## src/rtl/dbtdc_pkg.sv

```systemverilog
// Package for the decimate-by-three DC remover: payload structs, register
// codes, controller states, shared constants and the arithmetic helpers.
// No dependencies.
package dbtdc_pkg;

  localparam int unsigned SAMPLE_W        = 32;
  localparam int unsigned DECIMATION      = 3;
  localparam int unsigned DC_DENOM        = 1000;
  localparam int unsigned DC_KEEP         = 999;
  localparam int unsigned MAX_CHANNELS    = 2;
  localparam int unsigned MAX_BLOCK_SAMPS = 1024;
  localparam int unsigned CFG_IDX_W       = 1;
  localparam int unsigned CFG_DATA_W      = 2;

  // floor(n / DC_DENOM) for any 32-bit unsigned n
  localparam logic [31:0] DC_RECIP    = 32'h1062_4DD3;
  localparam int unsigned DC_RECIP_SH = 38;

  typedef enum logic [CFG_IDX_W-1:0] {
    CFG_CHANNEL_COUNT = 1'b0,
    CFG_DC_ENABLE     = 1'b1
  } cfg_reg_e;

  typedef enum logic [2:0] {
    S_IDLE,
    S_FILT,
    S_AVG_GO,
    S_AVG_WAIT,
    S_SCALE,
    S_UPDATE
  } state_e;

  typedef struct packed {
    logic signed [SAMPLE_W-1:0] sample_left;
    logic signed [SAMPLE_W-1:0] sample_right;
    logic                       block_end;
  } in_req_t;

  typedef struct packed {
    logic signed [SAMPLE_W-1:0] out_left;
    logic signed [SAMPLE_W-1:0] out_right;
  } out_rsp_t;

  function automatic logic signed [SAMPLE_W-1:0] sat32(logic signed [63:0] v);
    logic signed [63:0] hi;
    logic signed [63:0] lo;
    hi = 64'sh0000_0000_7FFF_FFFF;
    lo = -64'sh0000_0000_8000_0000;
    if (v > hi) begin
      return hi[SAMPLE_W-1:0];
    end else if (v < lo) begin
      return lo[SAMPLE_W-1:0];
    end
    return v[SAMPLE_W-1:0];
  endfunction

  function automatic logic [SAMPLE_W-1:0] div_denom(logic [SAMPLE_W-1:0] n);
    logic [63:0] p;
    p = 64'(n) * 64'(DC_RECIP);
    return SAMPLE_W'(p >> DC_RECIP_SH);
  endfunction

endpackage

```

## src/rtl/dbtdc_lane.sv

```systemverilog
// One channel lane: three-tap sample history and the 1-2-1 filter / 4.
// Depends on dbtdc_pkg.
module dbtdc_lane (
  input  logic                                 clk_i,
  input  logic                                 rst_ni,
  input  logic                                 wr_en_i,
  input  logic [1:0]                           wr_idx_i,
  input  logic signed [dbtdc_pkg::SAMPLE_W-1:0] sample_i,
  output logic signed [dbtdc_pkg::SAMPLE_W-1:0] raw_o
);

  logic signed [dbtdc_pkg::SAMPLE_W-1:0] hist_q [3];
  logic signed [dbtdc_pkg::SAMPLE_W+1:0] acc;
  logic signed [dbtdc_pkg::SAMPLE_W+1:0] acc_adj;

  always_ff @(posedge clk_i or negedge rst_ni) begin
    if (!rst_ni) begin
      hist_q[0] <= '0;
      hist_q[1] <= '0;
      hist_q[2] <= '0;
    end else if (wr_en_i) begin
      hist_q[wr_idx_i] <= sample_i;
    end
  end

  always_comb begin
    acc = 34'(hist_q[0]) + (34'(hist_q[1]) <<< 1) + 34'(hist_q[2]);
    // truncate toward zero
    acc_adj = acc + (acc[33] ? 34'sd3 : 34'sd0);
  end

  assign raw_o = acc_adj[33:2];

endmodule

```

## src/rtl/dbtdc_div.sv

```systemverilog
// Serial signed divider, one quotient bit per cycle, truncating toward zero.
// Positive divisor only. Depends on nothing.
module dbtdc_div #(
  parameter int unsigned DivW = 42,
  parameter int unsigned DvsW = 11
) (
  input  logic                   clk_i,
  input  logic                   rst_ni,
  input  logic                   start_i,
  input  logic signed [DivW-1:0] dividend_i,
  input  logic [DvsW-1:0]        divisor_i,
  output logic                   done_o,
  output logic signed [DivW-1:0] quotient_o
);

  localparam int unsigned StepW = $clog2(DivW);

  logic             busy_q, done_q, neg_q;
  logic [StepW-1:0] step_q;
  logic [DvsW-1:0]  rem_q, dvs_q;
  logic [DivW-1:0]  quo_q;
  logic [DvsW:0]    rem_sh;
  logic             ge;

  assign rem_sh = {rem_q, quo_q[DivW-1]};
  assign ge     = rem_sh >= {1'b0, dvs_q};

  always_ff @(posedge clk_i or negedge rst_ni) begin
    if (!rst_ni) begin
      busy_q <= 1'b0;
      done_q <= 1'b0;
      step_q <= '0;
    end else begin
      done_q <= 1'b0;
      if (start_i) begin
        busy_q <= 1'b1;
        step_q <= '0;
      end else if (busy_q) begin
        step_q <= step_q + 1'b1;
        if (step_q == StepW'(DivW - 1)) begin
          busy_q <= 1'b0;
          done_q <= 1'b1;
        end
      end
    end
  end

  always_ff @(posedge clk_i) begin
    if (start_i) begin
      neg_q <= dividend_i[DivW-1];
      quo_q <= dividend_i[DivW-1] ? -dividend_i : dividend_i;
      rem_q <= '0;
      dvs_q <= divisor_i;
    end else if (busy_q) begin
      rem_q <= ge ? DvsW'(rem_sh - {1'b0, dvs_q}) : rem_sh[DvsW-1:0];
      quo_q <= {quo_q[DivW-2:0], ge};
    end
  end

  assign done_o     = done_q;
  assign quotient_o = neg_q ? -$signed(quo_q) : $signed(quo_q);

endmodule

```

## src/rtl/decimate_by_three_dc_remover_core.sv

```systemverilog
// Top level of the decimate-by-three DC remover: channel lanes, merge stage,
// block accumulator and offset update sequencer.
// Depends on dbtdc_pkg, dbtdc_lane, dbtdc_div.
//
//   channel  | signals                          | moves
//   ---------+----------------------------------+-------------------------
//   input    | in_valid_i  in_ready_o  in_req_i | one frame request
//   output   | out_valid_o out_ready_i out_rsp_o| one decimated result
//   config   | cfg_valid_i cfg_ready_o          | register index and data
//
// A frame is accepted and written to history in S_IDLE, then filtered, merged
// and loaded to the output in S_FILT. A block-end frame with correction on adds
// one serial divide of the block sum by the count (S_AVG_GO, S_AVG_WAIT), then
// two reciprocal multiplies in S_SCALE and the estimate update in S_UPDATE.
// A result waiting in the output register stalls only the next frame that emits.
// Reset clears history, phase, estimate and block accumulator; config is always ready.
module decimate_by_three_dc_remover_core #(
  parameter int unsigned MaxChannels     = dbtdc_pkg::MAX_CHANNELS,
  parameter int unsigned MaxBlockSamples = dbtdc_pkg::MAX_BLOCK_SAMPS
) (
  input  logic                                clk_i,
  input  logic                                rst_ni,
  input  logic                                in_valid_i,
  output logic                                in_ready_o,
  input  dbtdc_pkg::in_req_t                  in_req_i,
  output logic                                out_valid_o,
  input  logic                                out_ready_i,
  output dbtdc_pkg::out_rsp_t                 out_rsp_o,
  input  logic                                cfg_valid_i,
  output logic                                cfg_ready_o,
  input  logic [dbtdc_pkg::CFG_IDX_W-1:0]     cfg_index_i,
  input  logic [dbtdc_pkg::CFG_DATA_W-1:0]    cfg_data_i
);

  localparam int unsigned SW    = dbtdc_pkg::SAMPLE_W;
  localparam int unsigned CntW  = $clog2(MaxBlockSamples + 1);
  localparam int unsigned SumW  = SW + CntW;
  localparam int unsigned DivW  = (SumW > 42) ? SumW : 42;
  localparam int unsigned DvsW  = (CntW > 10) ? CntW : 10;

  dbtdc_pkg::state_e state_q, state_d;

  logic [1:0] chan_cfg_q;
  logic       dc_en_q;
  logic [1:0] phase_q, phase_d;
  logic [1:0] fill_q, fill_d;
  logic       emit_q, end_q, stereo_q;
  logic       stereo;
  logic       accept;

  logic signed [SW-1:0]   raw [2];
  logic signed [SW-1:0]   dc_est_q;
  logic signed [SumW-1:0] sum_q, sum_a, sum_b;
  logic [CntW-1:0]        cnt_q, cnt_a, cnt_b;
  logic signed [DivW-1:0] tmp_q;

  logic signed [SW-1:0]   avg_s, avg_scaled, est_dec, decay_q;
  logic [SW-1:0]          avg_mag, avg_quo, est_mag, est_ceil;

  logic                   out_valid_q;
  dbtdc_pkg::out_rsp_t    out_q, out_d;
  logic                   out_load;

  logic                   div_start, div_done;
  logic signed [DivW-1:0] div_a, div_q;
  logic [DvsW-1:0]        div_b;

  assign cfg_ready_o = 1'b1;
  assign in_ready_o  = (state_q == dbtdc_pkg::S_IDLE);
  assign accept      = in_valid_i && in_ready_o;
  assign stereo      = (MaxChannels > 1) && chan_cfg_q[1];

  always_ff @(posedge clk_i or negedge rst_ni) begin
    if (!rst_ni) begin
      chan_cfg_q <= 2'd1;
      dc_en_q    <= 1'b0;
    end else if (cfg_valid_i) begin
      case (dbtdc_pkg::cfg_reg_e'(cfg_index_i))
        dbtdc_pkg::CFG_CHANNEL_COUNT: chan_cfg_q <= cfg_data_i;
        dbtdc_pkg::CFG_DC_ENABLE:     dc_en_q    <= cfg_data_i[0];
        default: ;
      endcase
    end
  end

  // lanes
  dbtdc_lane u_lane0 (
    .clk_i    (clk_i),
    .rst_ni   (rst_ni),
    .wr_en_i  (accept),
    .wr_idx_i (phase_q),
    .sample_i (in_req_i.sample_left),
    .raw_o    (raw[0])
  );

  if (MaxChannels > 1) begin : g_lane1
    dbtdc_lane u_lane1 (
      .clk_i    (clk_i),
      .rst_ni   (rst_ni),
      .wr_en_i  (accept && stereo),
      .wr_idx_i (phase_q),
      .sample_i (in_req_i.sample_right),
      .raw_o    (raw[1])
    );
  end else begin : g_no_lane1
    assign raw[1] = '0;
  end

  always_comb begin
    phase_d = (phase_q == 2'(dbtdc_pkg::DECIMATION - 1)) ? 2'd0 : phase_q + 2'd1;
    fill_d  = (fill_q == 2'(dbtdc_pkg::DECIMATION)) ? fill_q : fill_q + 2'd1;
  end

  // merge: block accumulate and correction
  always_comb begin
    sum_a = sum_q;
    cnt_a = cnt_q;
    if (emit_q && cnt_q < CntW'(MaxBlockSamples)) begin
      sum_a = sum_q + SumW'(raw[0]);
      cnt_a = cnt_q + 1'b1;
    end
    sum_b = sum_a;
    cnt_b = cnt_a;
    if (emit_q && stereo_q && cnt_a < CntW'(MaxBlockSamples)) begin
      sum_b = sum_a + SumW'(raw[1]);
      cnt_b = cnt_a + 1'b1;
    end
    out_d.out_left  = dc_en_q ? dbtdc_pkg::sat32(64'(raw[0]) - 64'(dc_est_q)) : raw[0];
    out_d.out_right = !stereo_q ? '0 :
                      dc_en_q ? dbtdc_pkg::sat32(64'(raw[1]) - 64'(dc_est_q)) : raw[1];
  end

  // estimate terms: trunc(avg/1000) and trunc(999*est/1000) = est -+ ceil(|est|/1000)
  always_comb begin
    avg_s      = tmp_q[SW-1:0];
    avg_mag    = avg_s[SW-1] ? -avg_s : avg_s;
    avg_quo    = dbtdc_pkg::div_denom(avg_mag);
    avg_scaled = avg_s[SW-1] ? -$signed(avg_quo) : $signed(avg_quo);
    est_mag    = dc_est_q[SW-1] ? -dc_est_q : dc_est_q;
    est_ceil   = dbtdc_pkg::div_denom(est_mag + SW'(dbtdc_pkg::DC_DENOM - 1));
    est_dec    = dc_est_q[SW-1] ? dc_est_q + $signed(est_ceil) :
                                  dc_est_q - $signed(est_ceil);
  end

  // controller
  always_ff @(posedge clk_i or negedge rst_ni) begin
    if (!rst_ni) begin
      state_q <= dbtdc_pkg::S_IDLE;
    end else begin
      state_q <= state_d;
    end
  end

  always_comb begin
    state_d   = state_q;
    out_load  = 1'b0;
    div_start = 1'b0;
    div_a     = DivW'(sum_q);
    div_b     = DvsW'(cnt_q);
    case (state_q)
      dbtdc_pkg::S_IDLE: begin
        if (accept) state_d = dbtdc_pkg::S_FILT;
      end
      dbtdc_pkg::S_FILT: begin
        if (!emit_q || !out_valid_q || out_ready_i) begin
          out_load = emit_q;
          if (end_q && dc_en_q && cnt_b != '0) state_d = dbtdc_pkg::S_AVG_GO;
          else state_d = dbtdc_pkg::S_IDLE;
        end
      end
      dbtdc_pkg::S_AVG_GO: begin
        div_start = 1'b1;
        state_d   = dbtdc_pkg::S_AVG_WAIT;
      end
      dbtdc_pkg::S_AVG_WAIT: begin
        if (div_done) state_d = dbtdc_pkg::S_SCALE;
      end
      dbtdc_pkg::S_SCALE: begin
        state_d = dbtdc_pkg::S_UPDATE;
      end
      dbtdc_pkg::S_UPDATE: begin
        state_d = dbtdc_pkg::S_IDLE;
      end
      default: state_d = dbtdc_pkg::S_IDLE;
    endcase
  end

  always_ff @(posedge clk_i or negedge rst_ni) begin
    if (!rst_ni) begin
      phase_q     <= '0;
      fill_q      <= '0;
      emit_q      <= 1'b0;
      end_q       <= 1'b0;
      stereo_q    <= 1'b0;
      dc_est_q    <= '0;
      sum_q       <= '0;
      cnt_q       <= '0;
      out_valid_q <= 1'b0;
    end else begin
      if (accept) begin
        phase_q  <= phase_d;
        fill_q   <= fill_d;
        emit_q   <= (phase_d == 2'd0) && (fill_d == 2'(dbtdc_pkg::DECIMATION));
        end_q    <= in_req_i.block_end;
        stereo_q <= stereo;
      end
      if (state_q == dbtdc_pkg::S_FILT && state_d != dbtdc_pkg::S_FILT) begin
        if (end_q && state_d != dbtdc_pkg::S_AVG_GO) begin
          sum_q <= '0;
          cnt_q <= '0;
        end else begin
          sum_q <= sum_b;
          cnt_q <= cnt_b;
        end
      end
      if (state_q == dbtdc_pkg::S_AVG_GO) begin
        sum_q <= '0;
        cnt_q <= '0;
      end
      if (state_q == dbtdc_pkg::S_UPDATE) begin
        dc_est_q <= dbtdc_pkg::sat32(64'(tmp_q) + 64'(decay_q));
      end
      if (out_load) out_valid_q <= 1'b1;
      else if (out_ready_i) out_valid_q <= 1'b0;
    end
  end

  always_ff @(posedge clk_i) begin
    if (out_load) out_q <= out_d;
    if (div_done && state_q == dbtdc_pkg::S_AVG_WAIT) tmp_q <= div_q;
    if (state_q == dbtdc_pkg::S_SCALE) begin
      tmp_q   <= DivW'(avg_scaled);
      decay_q <= est_dec;
    end
  end

  dbtdc_div #(
    .DivW (DivW),
    .DvsW (DvsW)
  ) u_div (
    .clk_i      (clk_i),
    .rst_ni     (rst_ni),
    .start_i    (div_start),
    .dividend_i (div_a),
    .divisor_i  (div_b),
    .done_o     (div_done),
    .quotient_o (div_q)
  );

  assign out_valid_o = out_valid_q;
  assign out_rsp_o   = out_q;

  a_cnt_bound: assert property (@(posedge clk_i) disable iff (!rst_ni)
    cnt_q <= CntW'(MaxBlockSamples))
    else $error("block count beyond bound");

  a_done_in_wait: assert property (@(posedge clk_i) disable iff (!rst_ni)
    div_done |-> state_q == dbtdc_pkg::S_AVG_WAIT)
    else $error("divider finished outside a wait state");

  a_est_update: assert property (@(posedge clk_i) disable iff (!rst_ni)
    !$stable(dc_est_q) |-> $past(state_q) == dbtdc_pkg::S_UPDATE)
    else $error("estimate changed outside update");

  a_block_clear: assert property (@(posedge clk_i) disable iff (!rst_ni)
    (state_q == dbtdc_pkg::S_FILT && end_q && state_d == dbtdc_pkg::S_IDLE) |=> cnt_q == '0)
    else $error("block count not cleared at block end");

  a_no_accept_busy: assert property (@(posedge clk_i) disable iff (!rst_ni)
    (state_q == dbtdc_pkg::S_FILT && emit_q && out_valid_q && !out_ready_i) |=> !out_load ||
    state_q == dbtdc_pkg::S_FILT)
    else $error("result lost while output stalled");

endmodule
```

## config.mk

```make
export PLATFORM = sky130hd
export DESIGN_NAME = decimate_by_three_dc_remover_core
export DESIGN_NICKNAME = d
export VERILOG_FILES = /design/src/rtl/dbtdc_pkg.sv /design/src/rtl/dbtdc_lane.sv /design/src/rtl/dbtdc_div.sv /design/src/rtl/decimate_by_three_dc_remover_core.sv
export SDC_FILE = /design/constraint.sdc
export NUM_CORES = 2
export LEC_CHECK = 0
export ABC_CLOCK_PERIOD_IN_PS = 33600
export BUFFER_PORTS_ARGS = -buffer_cell sky130_fd_sc_hd__buf_2
export CORE_MARGIN = 2
export CORE_UTILIZATION = 50
export CTS_CLUSTER_DIAMETER = 60
export DETAILED_ROUTE_END_ITERATION = 12
export GPL_ROUTABILITY_DRIVEN = 0
export GPL_TIMING_DRIVEN = 0
export PLACE_DENSITY = 0.65
export SYNTH_ARGS = -nofsm -noshare
export SYNTH_HDL_FRONTEND = slang
export SYNTH_SLANG_ARGS = --single-unit
export TNS_END_PERCENT = 30
```

## constraint.sdc

```tcl
create_clock -name clk_i -period 33.6 [get_ports clk_i]
set_input_delay 1.68 -clock clk_i [delete_from_list [all_inputs] [get_ports clk_i]]
set_output_delay 1.68 -clock clk_i [all_outputs]
set_load 0.005 [all_outputs]
```

==> impl_results.md <==
* Outcome: finished clean
* ANT nets after route at 0
* Number of flops mapped to enable cells by yosys at between 150 and 200
* Final Setup Violations at 0
* Setup_tns at 0 ns
* Die Span Y at 381.8 um
* Reg2Reg Depth at between 50 and 60
* Startpoint type of the worst setup path: flip-flop
* Data arrival time at the worst-slack endpoint at around 17 ns
* Crit end category: flip-flop
* Critical path fanouts, max at 11
* Row count at roughly 140
* Buffers from clock root to sink, at most at 3
* Via count at ~57,000
* Slack of the worst reg-to-reg path at between 15 and 20 ns
* Fin Clk Skew at 0.06398 ns
* Root buf cell: sky130_fd_sc_hd__clkbuf_16
* Count of boundary I/O pins at 140
* Starting Density at 0.5041
* Per-cell via count in the routed design at a little under 6
* Post-CTS setup buffer count at 0
* Capture instance of the worst register-to-register path: decay_q[28]
* Distinct cell type count after synthesis at 94
* Count of warnings emitted by yosys at 0
* Horiz. Die Dim at between 300 and 400 um
* Number of hold violations in the final report at 0
* Area added between synthesis and finish at 8.897%
* GRT Total Usage at 0.2808
* Post-Syn Area at around 71,000 um2
* Worst relative slew slack at 0.01309
* Worst path most repeated cell: sky130_fd_sc_hd__inv_1
* Setup repair after global routing missed its margin: false
* Grt ovf at 0
* Area of the core at about 140,000 um2
* Worst endpoint required time at 34.05 ns
* Remaining DRCs at 0
* Post-detailed-placement half-perimeter wirelength at 170,600 um
* Overall die area at 145,800 um2
* Share of flip-flops with an asynchronous set or reset after synthesis at 0.5933
* Antenna Diode Count at 0
* Clock Pin Slew Worst Setup and Hold Paths at 0.06 ns
* Met2 wire length at between 90,000 and 100,000 um
* Filler cells at approximately 13,000
* Violation count after the first detailed-routing iteration at between 4,000 and 5,000
* Worst stage delay on the critical path at a little over 0.8 ns
* Worst Hold Depth at 0
* Startpoint-to-endpoint class of the critical path: reg2reg
* Type of the worst min-delay path: reg2reg
* CTS Hold Buffers Added at 0
* Synth Instances at roughly 7,600
* Metal3 WL at between 10,000 and 15,000 um
* Met1 Wirelength at a little under 90,000 um
* Max Used Layer: met4
* Detailed-router iteration count before antenna repair at 6
* TritonCTS clock tree: built
* Buffers added on ports at 138
* Clock latency on the worst-skew pair at 0.72 ns
* Final critical-path required period at approximately 17 ns
* Number of H-tree branching levels at 2
* Via count of the first global-routing pass at around 57,000
* Number of pins exceeding their max-slew limit in the final report at 0
* Post-Layout Inst Area at 77,720 um2
* Sink of the worst hold path: u_div.dvs_q[7]
* Maximum clock frequency at ~59 MHz
* Seq cells post-synth at slightly above 500
* Synthesized area per cell at approximately 9.3 um2
* Sequential-to-total area share from yosys stat at 0.1895
* Max stage delay cell, worst path: sky130_fd_sc_hd__nor3_1
* Most common flop cell mapped by yosys: sky130_fd_sc_hd__dfrtp_1
* Inserted Clock Buffers at 61
* Source of the worst hold timing path: cnt_q[7]
* WL/cell at about 21 um
* Placed Instance Area at 75,480 um2
* Reg-to-reg startpoint: dc_est_q[0]
* Total of max-cap violations at 0
* Final period utilization at 0.5006
* Net count after synthesis at between 9,000 and 10,000
* Total Routed Length at around 200,000 um
* First-pass GRT wire length at 322,600 um
* Worst Tran Pin Value at 1.475 ns
* Fraction of layout cells with a size suffix above 1 at 0.07400
* Layout net count at approximately 9,700
* Number of antenna violations at the first check in global routing at 2
* Cts repair resizes at 0
* Clock Sinks at roughly 500
* Largest net degree at the start of global routing at about 120
[Yosys cell counts, types with 19 or more instances]
cell type | number | area, um2
sky130_fd_sc_hd__a211oi_1 | 42 | 315.3
sky130_fd_sc_hd__a21o_1 | 248 | 1862
sky130_fd_sc_hd__a21oi_1 | 519 | 2597
sky130_fd_sc_hd__a31o_2 | 19 | 166.4
sky130_fd_sc_hd__a31oi_1 | 49 | 306.5
sky130_fd_sc_hd__and2_1 | 30 | 187.7
sky130_fd_sc_hd__and3_1 | 55 | 344.1
sky130_fd_sc_hd__clkbuf_1 | 173 | 649.4
sky130_fd_sc_hd__dfrtp_1 | 299 | 7482
sky130_fd_sc_hd__edfxtp_1 | 194 | 5826
sky130_fd_sc_hd__fa_1 | 669 | 13390
sky130_fd_sc_hd__ha_1 | 1088 | 13610
sky130_fd_sc_hd__inv_1 | 1020 | 3829
sky130_fd_sc_hd__maj3_1 | 32 | 320.3
sky130_fd_sc_hd__mux2_2 | 166 | 1869
sky130_fd_sc_hd__nand2_1 | 566 | 2125
sky130_fd_sc_hd__nand2b_1 | 67 | 419.2
sky130_fd_sc_hd__nand3_1 | 112 | 560.5
sky130_fd_sc_hd__nand4_1 | 73 | 456.7
sky130_fd_sc_hd__nor2_1 | 355 | 1333
sky130_fd_sc_hd__nor2b_1 | 76 | 475.5
sky130_fd_sc_hd__nor3_1 | 83 | 415.4
sky130_fd_sc_hd__nor4_1 | 21 | 131.4
sky130_fd_sc_hd__o211ai_1 | 29 | 217.7
sky130_fd_sc_hd__o21a_1 | 44 | 330.3
sky130_fd_sc_hd__o21ai_0 | 431 | 2157
sky130_fd_sc_hd__o21bai_1 | 64 | 480.5
sky130_fd_sc_hd__o31ai_1 | 73 | 548.0
sky130_fd_sc_hd__o41ai_1 | 22 | 192.7
sky130_fd_sc_hd__or2_2 | 30 | 187.7
sky130_fd_sc_hd__or3_1 | 58 | 362.9
sky130_fd_sc_hd__or4_1 | 27 | 202.7
sky130_fd_sc_hd__xnor2_1 | 351 | 3074
sky130_fd_sc_hd__xor2_1 | 233 | 2041
[cells in the final DEF (no fill, tap or decap), types with 176 or more instances in the layout]
cell type / n
sky130_fd_sc_hd__nor2_1: 353
sky130_fd_sc_hd__inv_1: 1019
sky130_fd_sc_hd__xnor2_1: 312
sky130_fd_sc_hd__clkbuf_1: 176
sky130_fd_sc_hd__xor2_1: 227
sky130_fd_sc_hd__o21ai_0: 429
sky130_fd_sc_hd__nand2_1: 565
sky130_fd_sc_hd__a21oi_1: 519
sky130_fd_sc_hd__dfrtp_1: 299
sky130_fd_sc_hd__fa_1: 669
sky130_fd_sc_hd__a21o_1: 248
sky130_fd_sc_hd__edfxtp_1: 194
sky130_fd_sc_hd__ha_1: 1088
[cell families (layout without fill, tap and decap cells)]
family | count (synthesis) | in the layout | synth area share
simple gates | 1633 | 1633 | 0.1105
mux | 183 | 183 | 0.02858
fa+ha+maj | 1789 | 1789 | 0.3829
other cells | 1 | 1 | 0.00005254
compound gates | 1735 | 1735 | 0.1526
xor+xnor | 584 | 584 | 0.07167
buf+inv | 1218 | 1517 | 0.06422
flops | 504 | 504 | 0.1895
[layout make-up]
cell class | count | area, um2 | share of cell area
plain buffers | 196 | 748.2 | 0.009627
multi-input cells | 5925 | 53610 | 0.6898
clock buffers | 75 | 1724 | 0.02218
clock inverters | 41 | 498.0 | 0.006407
flip-flops and latches | 504 | 13530 | 0.1741
well taps | 1890 | 2365 | 0.03043
repair buffers | 183 | 1408 | 0.01811
inverters | 1022 | 3836 | 0.04936
[layer usage]
| layer | vias up | global-route usage |
|---|---|---|
| met4 | 0 | 0.1173 |
| met1 | 27857 | 0.3765 |
| met2 | 1740 | 0.4591 |
| met3 | 405 | 0.03447 |
| met5 | - | 0 |
| li1 | 27025 | - |
[metrics by stage]
step                      hold WS [ns]  setup WS [ns]  utilization  cells
after global placement          0.4295          16.66       0.5257   9675
after CTS                       0.4496          16.92       0.5488   9836
final                           0.4432          16.78       0.5489   9836
after floorplan                 0.4229          20.00            -   7647
after detailed placement        0.4369          16.93       0.5331   9720
after global routing            0.4629          16.10       0.5489   9836
[state kept, by name, indices dropped and copies added, names as in the netlist, 2 cells and up]
register / flops
out_rsp_o: 64
g_lane1.u_lane1.hist_q: 96
u_div.step_q: 6
state_q: 3
u_div.dvs_q: 11
dc_est_q: 32
decay_q: 32
u_div.quo_q: 43
div_a: 43
phase_q: 2
u_lane0.hist_q: 96
tmp_q: 43
fill_q: 2
cnt_q: 11
u_div.rem_q: 11
[critical path, delay by kind of cell (launching register included)]
family	cells	cell delay, ns
fa+ha+maj	11	4.63
flops	1	0.64
simple gates	16	4.65
buf+inv	10	1.70
xor+xnor	5	1.41
compound gates	16	3.53
[worst max-delay path by stage]
stage                      startpoint           to  slack, ns  cells past startpoint
after global routing      dc_est_q[0]  decay_q[28]      16.10                     58
after CTS                 dc_est_q[0]  decay_q[28]      16.92                     53
after floorplan           dc_est_q[0]  decay_q[28]      20.00                     55
final                     dc_est_q[0]  decay_q[28]      16.78                     58
after global placement    dc_est_q[0]  decay_q[28]      16.66                     50
after detailed placement  dc_est_q[0]  decay_q[28]      16.93                     53
Power is left out: the tool's default activity adds up to more than one toggle a clock period on the data nets, which glitch-free logic cannot reach.
